==> src/rtl/core/tdd_pkg.sv <==
// ----------------------------------------------------------------------------
// tdd_pkg
// Shared constants, types and helpers for the TSC density deposit block.
// ----------------------------------------------------------------------------
package tdd_pkg;

  localparam int GRID_CELLS  = 64;
  localparam int FRAC_BITS   = 12;
  localparam int ACC_WIDTH   = 32;
  localparam int WEIGHT_BITS = 16;

  localparam int POS_W  = 18;
  localparam int CELL_W = 6;
  localparam int OUT_W  = 32;
  localparam int IDX_W  = $clog2(GRID_CELLS);
  localparam int ADDR_W = 2 * IDX_W;
  localparam int CELLS  = GRID_CELLS * GRID_CELLS;

  // raw axis weight carries 2*FRAC_BITS+2 fraction bits; 3*S^2 still fits
  localparam int RAW_W    = 2 * FRAC_BITS + 2;
  localparam int SQ_OP_W  = FRAC_BITS + 1;
  localparam int MUL_W    = (SQ_OP_W > WEIGHT_BITS) ? SQ_OP_W : WEIGHT_BITS;
  localparam int PROD_W   = 2 * MUL_W;
  localparam int Q_W      = PROD_W - WEIGHT_BITS + 1;
  localparam int WGT_SH   = RAW_W - WEIGHT_BITS;

  localparam int WGT_STEPS = 6;
  localparam int DEP_STEPS = 9;
  localparam int STEP_W    = 4;

  typedef enum logic [1:0] {
    OP_CLEAR   = 2'd0,
    OP_DEPOSIT = 2'd1,
    OP_READ    = 2'd2,
    OP_NONE    = 2'd3
  } tdd_op_e;

  typedef struct packed {
    logic              load;
    logic              issue_wgt;
    logic              issue_dep;
    logic [STEP_W-1:0] step;
    logic              clr_wr;
    logic [ADDR_W-1:0] clr_addr;
    logic              rd_cell;
    logic              out_load;
  } tdd_cmd_t;

  // round half up from RAW_W fraction bits down to WEIGHT_BITS
  function automatic logic [WEIGHT_BITS-1:0] tdd_to_weight(input logic [RAW_W-1:0] raw);
    logic [RAW_W:0] t;
    t = '0;
    if (WGT_SH > 0) begin
      t = {1'b0, raw} + ((RAW_W+1)'(1) << (WGT_SH - 1));
      return WEIGHT_BITS'(t >> WGT_SH);
    end else begin
      return WEIGHT_BITS'(raw) << (-WGT_SH);
    end
  endfunction

endpackage

==> src/rtl/core/tdd_ctrl.sv <==
// ----------------------------------------------------------------------------
// tdd_ctrl
// Sequencer: clear sweep, weight steps, deposit steps, cell read, result out.
// ----------------------------------------------------------------------------
module tdd_ctrl import tdd_pkg::*; (
  input  logic     clk_i,
  input  logic     rst_ni,
  input  logic     s_valid_i,
  output logic     s_ready_o,
  input  tdd_op_e  op_i,
  output logic     m_valid_o,
  input  logic     m_ready_i,
  output tdd_cmd_t cmd_o
);

  localparam logic [2:0] ST_INIT = 3'd0;
  localparam logic [2:0] ST_IDLE = 3'd1;
  localparam logic [2:0] ST_CLR  = 3'd2;
  localparam logic [2:0] ST_WGT  = 3'd3;
  localparam logic [2:0] ST_DEP  = 3'd4;
  localparam logic [2:0] ST_RD   = 3'd5;
  localparam logic [2:0] ST_FIN  = 3'd6;

  localparam logic [ADDR_W-1:0] LAST_ADDR = ADDR_W'(CELLS - 1);
  localparam logic [ADDR_W-1:0] WGT_LAST  = ADDR_W'(WGT_STEPS);
  localparam logic [ADDR_W-1:0] DEP_LAST  = ADDR_W'(DEP_STEPS + 1);

  logic [2:0]        state_q, state_d;
  logic [ADDR_W-1:0] cnt_q, cnt_d;
  logic              out_vld_q, out_vld_d;
  tdd_cmd_t          cmd;

  always_comb begin
    state_d      = state_q;
    cnt_d        = cnt_q;
    cmd          = '0;
    cmd.step     = cnt_q[STEP_W-1:0];
    cmd.clr_addr = cnt_q;
    s_ready_o    = 1'b0;
    unique case (state_q)
      ST_INIT, ST_CLR: begin
        cmd.clr_wr = 1'b1;
        cnt_d      = cnt_q + ADDR_W'(1);
        if (cnt_q == LAST_ADDR) begin
          cnt_d   = '0;
          state_d = (state_q == ST_INIT) ? ST_IDLE : ST_FIN;
        end
      end
      ST_IDLE: begin
        s_ready_o = 1'b1;
        cnt_d     = '0;
        if (s_valid_i) begin
          cmd.load = 1'b1;
          unique case (op_i)
            OP_CLEAR:   state_d = ST_CLR;
            OP_DEPOSIT: state_d = ST_WGT;
            OP_READ:    state_d = ST_RD;
            default:    state_d = ST_FIN;
          endcase
        end
      end
      ST_WGT: begin
        cmd.issue_wgt = (cnt_q < ADDR_W'(WGT_STEPS));
        cnt_d         = cnt_q + ADDR_W'(1);
        if (cnt_q == WGT_LAST) begin
          cnt_d   = '0;
          state_d = ST_DEP;
        end
      end
      ST_DEP: begin
        cmd.issue_dep = (cnt_q < ADDR_W'(DEP_STEPS));
        cnt_d         = cnt_q + ADDR_W'(1);
        if (cnt_q == DEP_LAST) begin
          cnt_d   = '0;
          state_d = ST_FIN;
        end
      end
      ST_RD: begin
        cmd.rd_cell = 1'b1;
        state_d     = ST_FIN;
      end
      ST_FIN: begin
        if (!out_vld_q || m_ready_i) begin
          cmd.out_load = 1'b1;
          state_d      = ST_IDLE;
        end
      end
      default: state_d = ST_INIT;
    endcase
  end

  assign out_vld_d = cmd.out_load | (out_vld_q & ~m_ready_i);

  always_ff @(posedge clk_i or negedge rst_ni) begin
    if (!rst_ni) begin
      state_q   <= ST_INIT;
      cnt_q     <= '0;
      out_vld_q <= 1'b0;
    end else begin
      state_q   <= state_d;
      cnt_q     <= cnt_d;
      out_vld_q <= out_vld_d;
    end
  end

  assign m_valid_o = out_vld_q;
  assign cmd_o     = cmd;

`ifndef NO_ASSERTIONS
  a_no_overwrite: assert property (@(posedge clk_i) disable iff (!rst_ni)
    cmd.out_load |-> (!out_vld_q || m_ready_i))
    else $error("result register overwritten while still pending");

  a_one_item: assert property (@(posedge clk_i) disable iff (!rst_ni)
    (s_valid_i && s_ready_o) |=> !s_ready_o)
    else $error("second item taken while one is in work");

  a_cmd_excl: assert property (@(posedge clk_i) disable iff (!rst_ni)
    $onehot0({cmd.load, cmd.issue_wgt, cmd.issue_dep, cmd.clr_wr, cmd.rd_cell, cmd.out_load}))
    else $error("conflicting datapath commands");
`endif

endmodule

==> config.mk <==
export PLATFORM = sky130hd
export DESIGN_NAME = tdd_ctrl
export DESIGN_NICKNAME = d
export VERILOG_FILES = /design/src/rtl/core/tdd_pkg.sv /design/src/rtl/core/tdd_ctrl.sv
export SDC_FILE = /design/constraint.sdc
export NUM_CORES = 1
export LEC_CHECK = 0
export ABC_AREA = 0
export BUFFER_PORTS_ARGS = -buffer_cell sky130_fd_sc_hd__buf_2
export CORE_MARGIN = 4
export CORE_UTILIZATION = 52
export DETAILED_ROUTE_END_ITERATION = 10
export PLACE_DENSITY = 0.79
export SKIP_LAST_GASP = 1
export SYNTH_ARGS = -nofsm -noshare
export SYNTH_HDL_FRONTEND = slang
export SYNTH_SLANG_ARGS = --single-unit
==> constraint.sdc <==
create_clock -name clk_i -period 2.5 [get_ports clk_i]
set_clock_uncertainty 0.15 [all_clocks]
set_input_delay 0.125 -clock clk_i [delete_from_list [all_inputs] [get_ports clk_i]]
set_output_delay 0.125 -clock clk_i [all_outputs]
set_load 0.01 [all_outputs]
==> results.json <==
{
  "grt_pass1_wl_mm": 4.66,
  "use_met2_pct": 37.8,
  "grtUsageTotal_pct": 21.4,
  "postCtsSetupBuffers": 0,
  "row_count": 16,
  "cp_num_buf_inv": 0,
  "relSlewSlack_pct": 73.9,
  "busiest_layer": "met2",
  "boundaryPins": 30,
  "grtUsageMet1_pct": 26.5,
  "grt_pass1_vias": 1067,
  "p_total_uw": 1380,
  "drc": 0,
  "maxSlewViolCount": 0,
  "ys.flop_type": "dfrtp_1",
  "multi_input_area_um2": 649,
  "grt_max_degree": 17,
  "setup_viol": 0,
  "cts.sinks": 16,
  "first_pass_iters": 4,
  "io_buffers": 29,
  "clkLatencyLatePin_ps": 290,
  "grt_antenna_before_repair": 0,
  "critical_path.max_fanout": 11,
  "critical_path_class": "reg -> reg",
  "ys_seq_area_share_pct": 35.3,
  "cts-root-buf": "clkbuf_4",
  "area_growth_pct": 20.1,
  "worstSetupStartpointType": "flip-flop",
  "path_cells": "or3b_4 -> and2_4 -> or4_1 -> nand3_1 -> o41ai_1",
  "synth_edf_count": 0,
  "seqPwrFrac_pct": 31.7,
  "wl_mm": 2.73,
  "hold_ws_ps": 33.3,
  "sw_frac_of_total_pct": 47.4,
  "gp_congestion": 0.865,
  "syn_area_per_cell_um2": 8.28,
  "die_h_um": 54.7,
  "p_int_uw": 726,
  "core_um2": 2020,
  "ant_nets": 0,
  "ys_async_sr_fraction_pct": 100,
  "status": "complete, no violations",
  "grt-ovfl-total": 0,
  "diodes": 0,
  "p_leak_uw": 0.000681,
  "fmax_mhz": 420,
  "wire_per_inst_um": 13.9,
  "netlist_area_um2": 1130,
  "synth_warnings": 0,
  "ff_latch_area_um2": 400,
  "worstPathRequired_ps": 2520,
  "synth_cell_types": 41,
  "dr_total_vias": 1140,
  "combPwrFrac_pct": 58.3,
  "cap_violations": 0,
  "nets": 183,
  "hold_viol": 0,
  "worst_path_max_delay_cell": "or4_1",
  "drtIter0Drc": 46,
  "clkSlewWorstSetupHoldPaths_ps": 90,
  "switching_power_uw": 654,
  "placed_cells": 192,
  "power_density_nw_per_um2": 1010,
  "hpwl_mm": 2.08,
  "worstPathArrival_ps": 2400,
  "vdd_drop_max_uv": 558,
  "cts_buffers": 3,
  "synth_seq_cells": 16,
  "drive_above_1_share_pct": 27.2,
  "met3_usage_pct": 3.27,
  "finalCritPeriodShare_pct": 95.3,
  "synth.net_count": 149,
  "fin_crit_ps": 2380,
  "viasPerCell": 5.82,
  "worst_pin_slew_ps": 382,
  "htreeDepth": 1,
  "cts_tree": "built",
  "synth_cells": 137,
  "clockBufferDepth": 2,
  "finalNonFillerCells": 196,
  "die-area_um2": 2990,
  "slowest_delay_ps": 660,
  "path_delay_family": "simple AND/OR/NAND/NOR gates",
  "start_util_pct": 56.1,
  "p_clk_share_pct": 10.0,
  "fillers": 199,
  "die_w_um": 54.7,
  "end_kind": "flip-flop",
  "hold_class": "in -> reg"
}
-- power groups by stage --
stage	combinational [uW]	sequential, uW	clock, uW
after floorplan	538	447	0
after global routing	905	454	151
after global placement	776	431	0
after detailed placement	791	436	0
final	805	437	138
after CTS	798	431	139
-- metal layers --
layer	share of wire, %	wire (um)	vias to the layer above
met2	49	1350	29
met5	0	0	-
met4	1.1	31	0
met3	4.8	130	5
li1	-	-	551
met1	45	1230	555
-- worst min-delay path, delay by kind of cell --
kind	cells	cell delay, ps
AND/OR/NAND/NOR	2	230
buffers and inverters	1	70
-- cells in the mapped netlist, types with 2 or more instances --
library cell | n | share of area (%)
a21oi_1 | 5 | 2.2
a31oi_1 | 4 | 2.2
buf_4 | 5 | 3.3
clkbuf_1 | 2 | 0.66
dfrtp_1 | 16 | 35
ha_1 | 6 | 6.6
inv_1 | 11 | 3.6
nand2_1 | 16 | 5.3
nand2b_1 | 4 | 2.2
nand3_1 | 5 | 2.2
nand4_1 | 4 | 2.2
nor2_1 | 10 | 3.3
nor3_1 | 3 | 1.3
nor4_1 | 5 | 2.8
o211ai_1 | 2 | 1.3
o21ai_0 | 3 | 1.3
o21ai_1 | 6 | 2.6
o22ai_1 | 3 | 1.7
or3_1 | 2 | 1.1
or4_1 | 2 | 1.3
xor2_1 | 3 | 2.3
-- final timing paths --
check | startpoint | end | slack, ps | depth (start not counted)
setup / recovery | state_q[2] | cnt_q[9] | 120 | 5
hold / removal | m_ready_i | m_valid_o | 30 | 3
setup reg to reg | state_q[2] | cnt_q[9] | 120 | 5
hold reg to reg | m_valid_o | m_valid_o | 430 | 2
max in group asynchronous | rst_ni | cnt_q[10] | 1810 | 2
min in group asynchronous | rst_ni | cnt_q[4] | 120 | 2
-- flip-flops by register name, summed over array words and instances (netlist names) --
| name | cells |
|---|---|
| cnt_q | 12 |
| state_q | 3 |
| m_valid_o | 1 |
-- stage by stage --
| step | cell area (um^2) | util (%) | setup WS (ps) | TNS (ps) |
|---|---|---|---|---|
| after floorplan | 1130 | - | 322 | 0 |
| after global placement | 1310 | 64.9 | 195 | 0 |
| after detailed placement | 1310 | 64.9 | 110 | 0 |
| after CTS | 1350 | 66.5 | 89.2 | 0 |
| after global routing | 1360 | 67.4 | -10.3 | -10.3 |
| final | 1360 | 67.4 | 119 | 0 |
-- repair_timing --
action / in CTS / in global routing
endpoints found under the setup margin: 0 / 9
hold buffers: 1 / 0
endpoints found under the hold margin: 16 / 0
resized for setup: 0 / 3
-- cell type report --
class	count	area share, %
clock buffer	3	1.65
inverter	11	3.03
multi-input combinational	101	47.7
sequential	16	29.4
tap	27	2.48
timing repair buffer	38	15.8
-- layout by cell type, fill, tap and decap left out, drive strengths merged --
cell type	count
clkbuf	3
and2	2
o211ai	2
nor4	5
inv	11
nor2b	1
a2111oi	2
o2bb2ai	1
or3b	1
nor3	3
buf	37
or2	1
and4	1
nand2b	4
a21boi	1
ha	6
nand2	16
nand4	4
mux2i	1
a211oi	1
xor2	3
or3	2
o21ai	9
nand3b	1
dfrtp	16
dlygate4sd3	1
o22ai	3
o41ai	1
nand3	5
a32oi	2
o21a	1
and3	1
a31oi	4
or4	2
nor2	10
a21oi	5
-- kinds of logic after synthesis --
kind of cell,share of synthesized area (%)
buffers and inverters,9.04
muxes,0.882
and+or+nand+nor,27.1
DFF,35.3
AOI/OAI and AO/OA,18.7
xor gates and xnor gates,2.32
adders and majority gates,6.62
No activity file was read; power rests on OpenSTA's default activity.
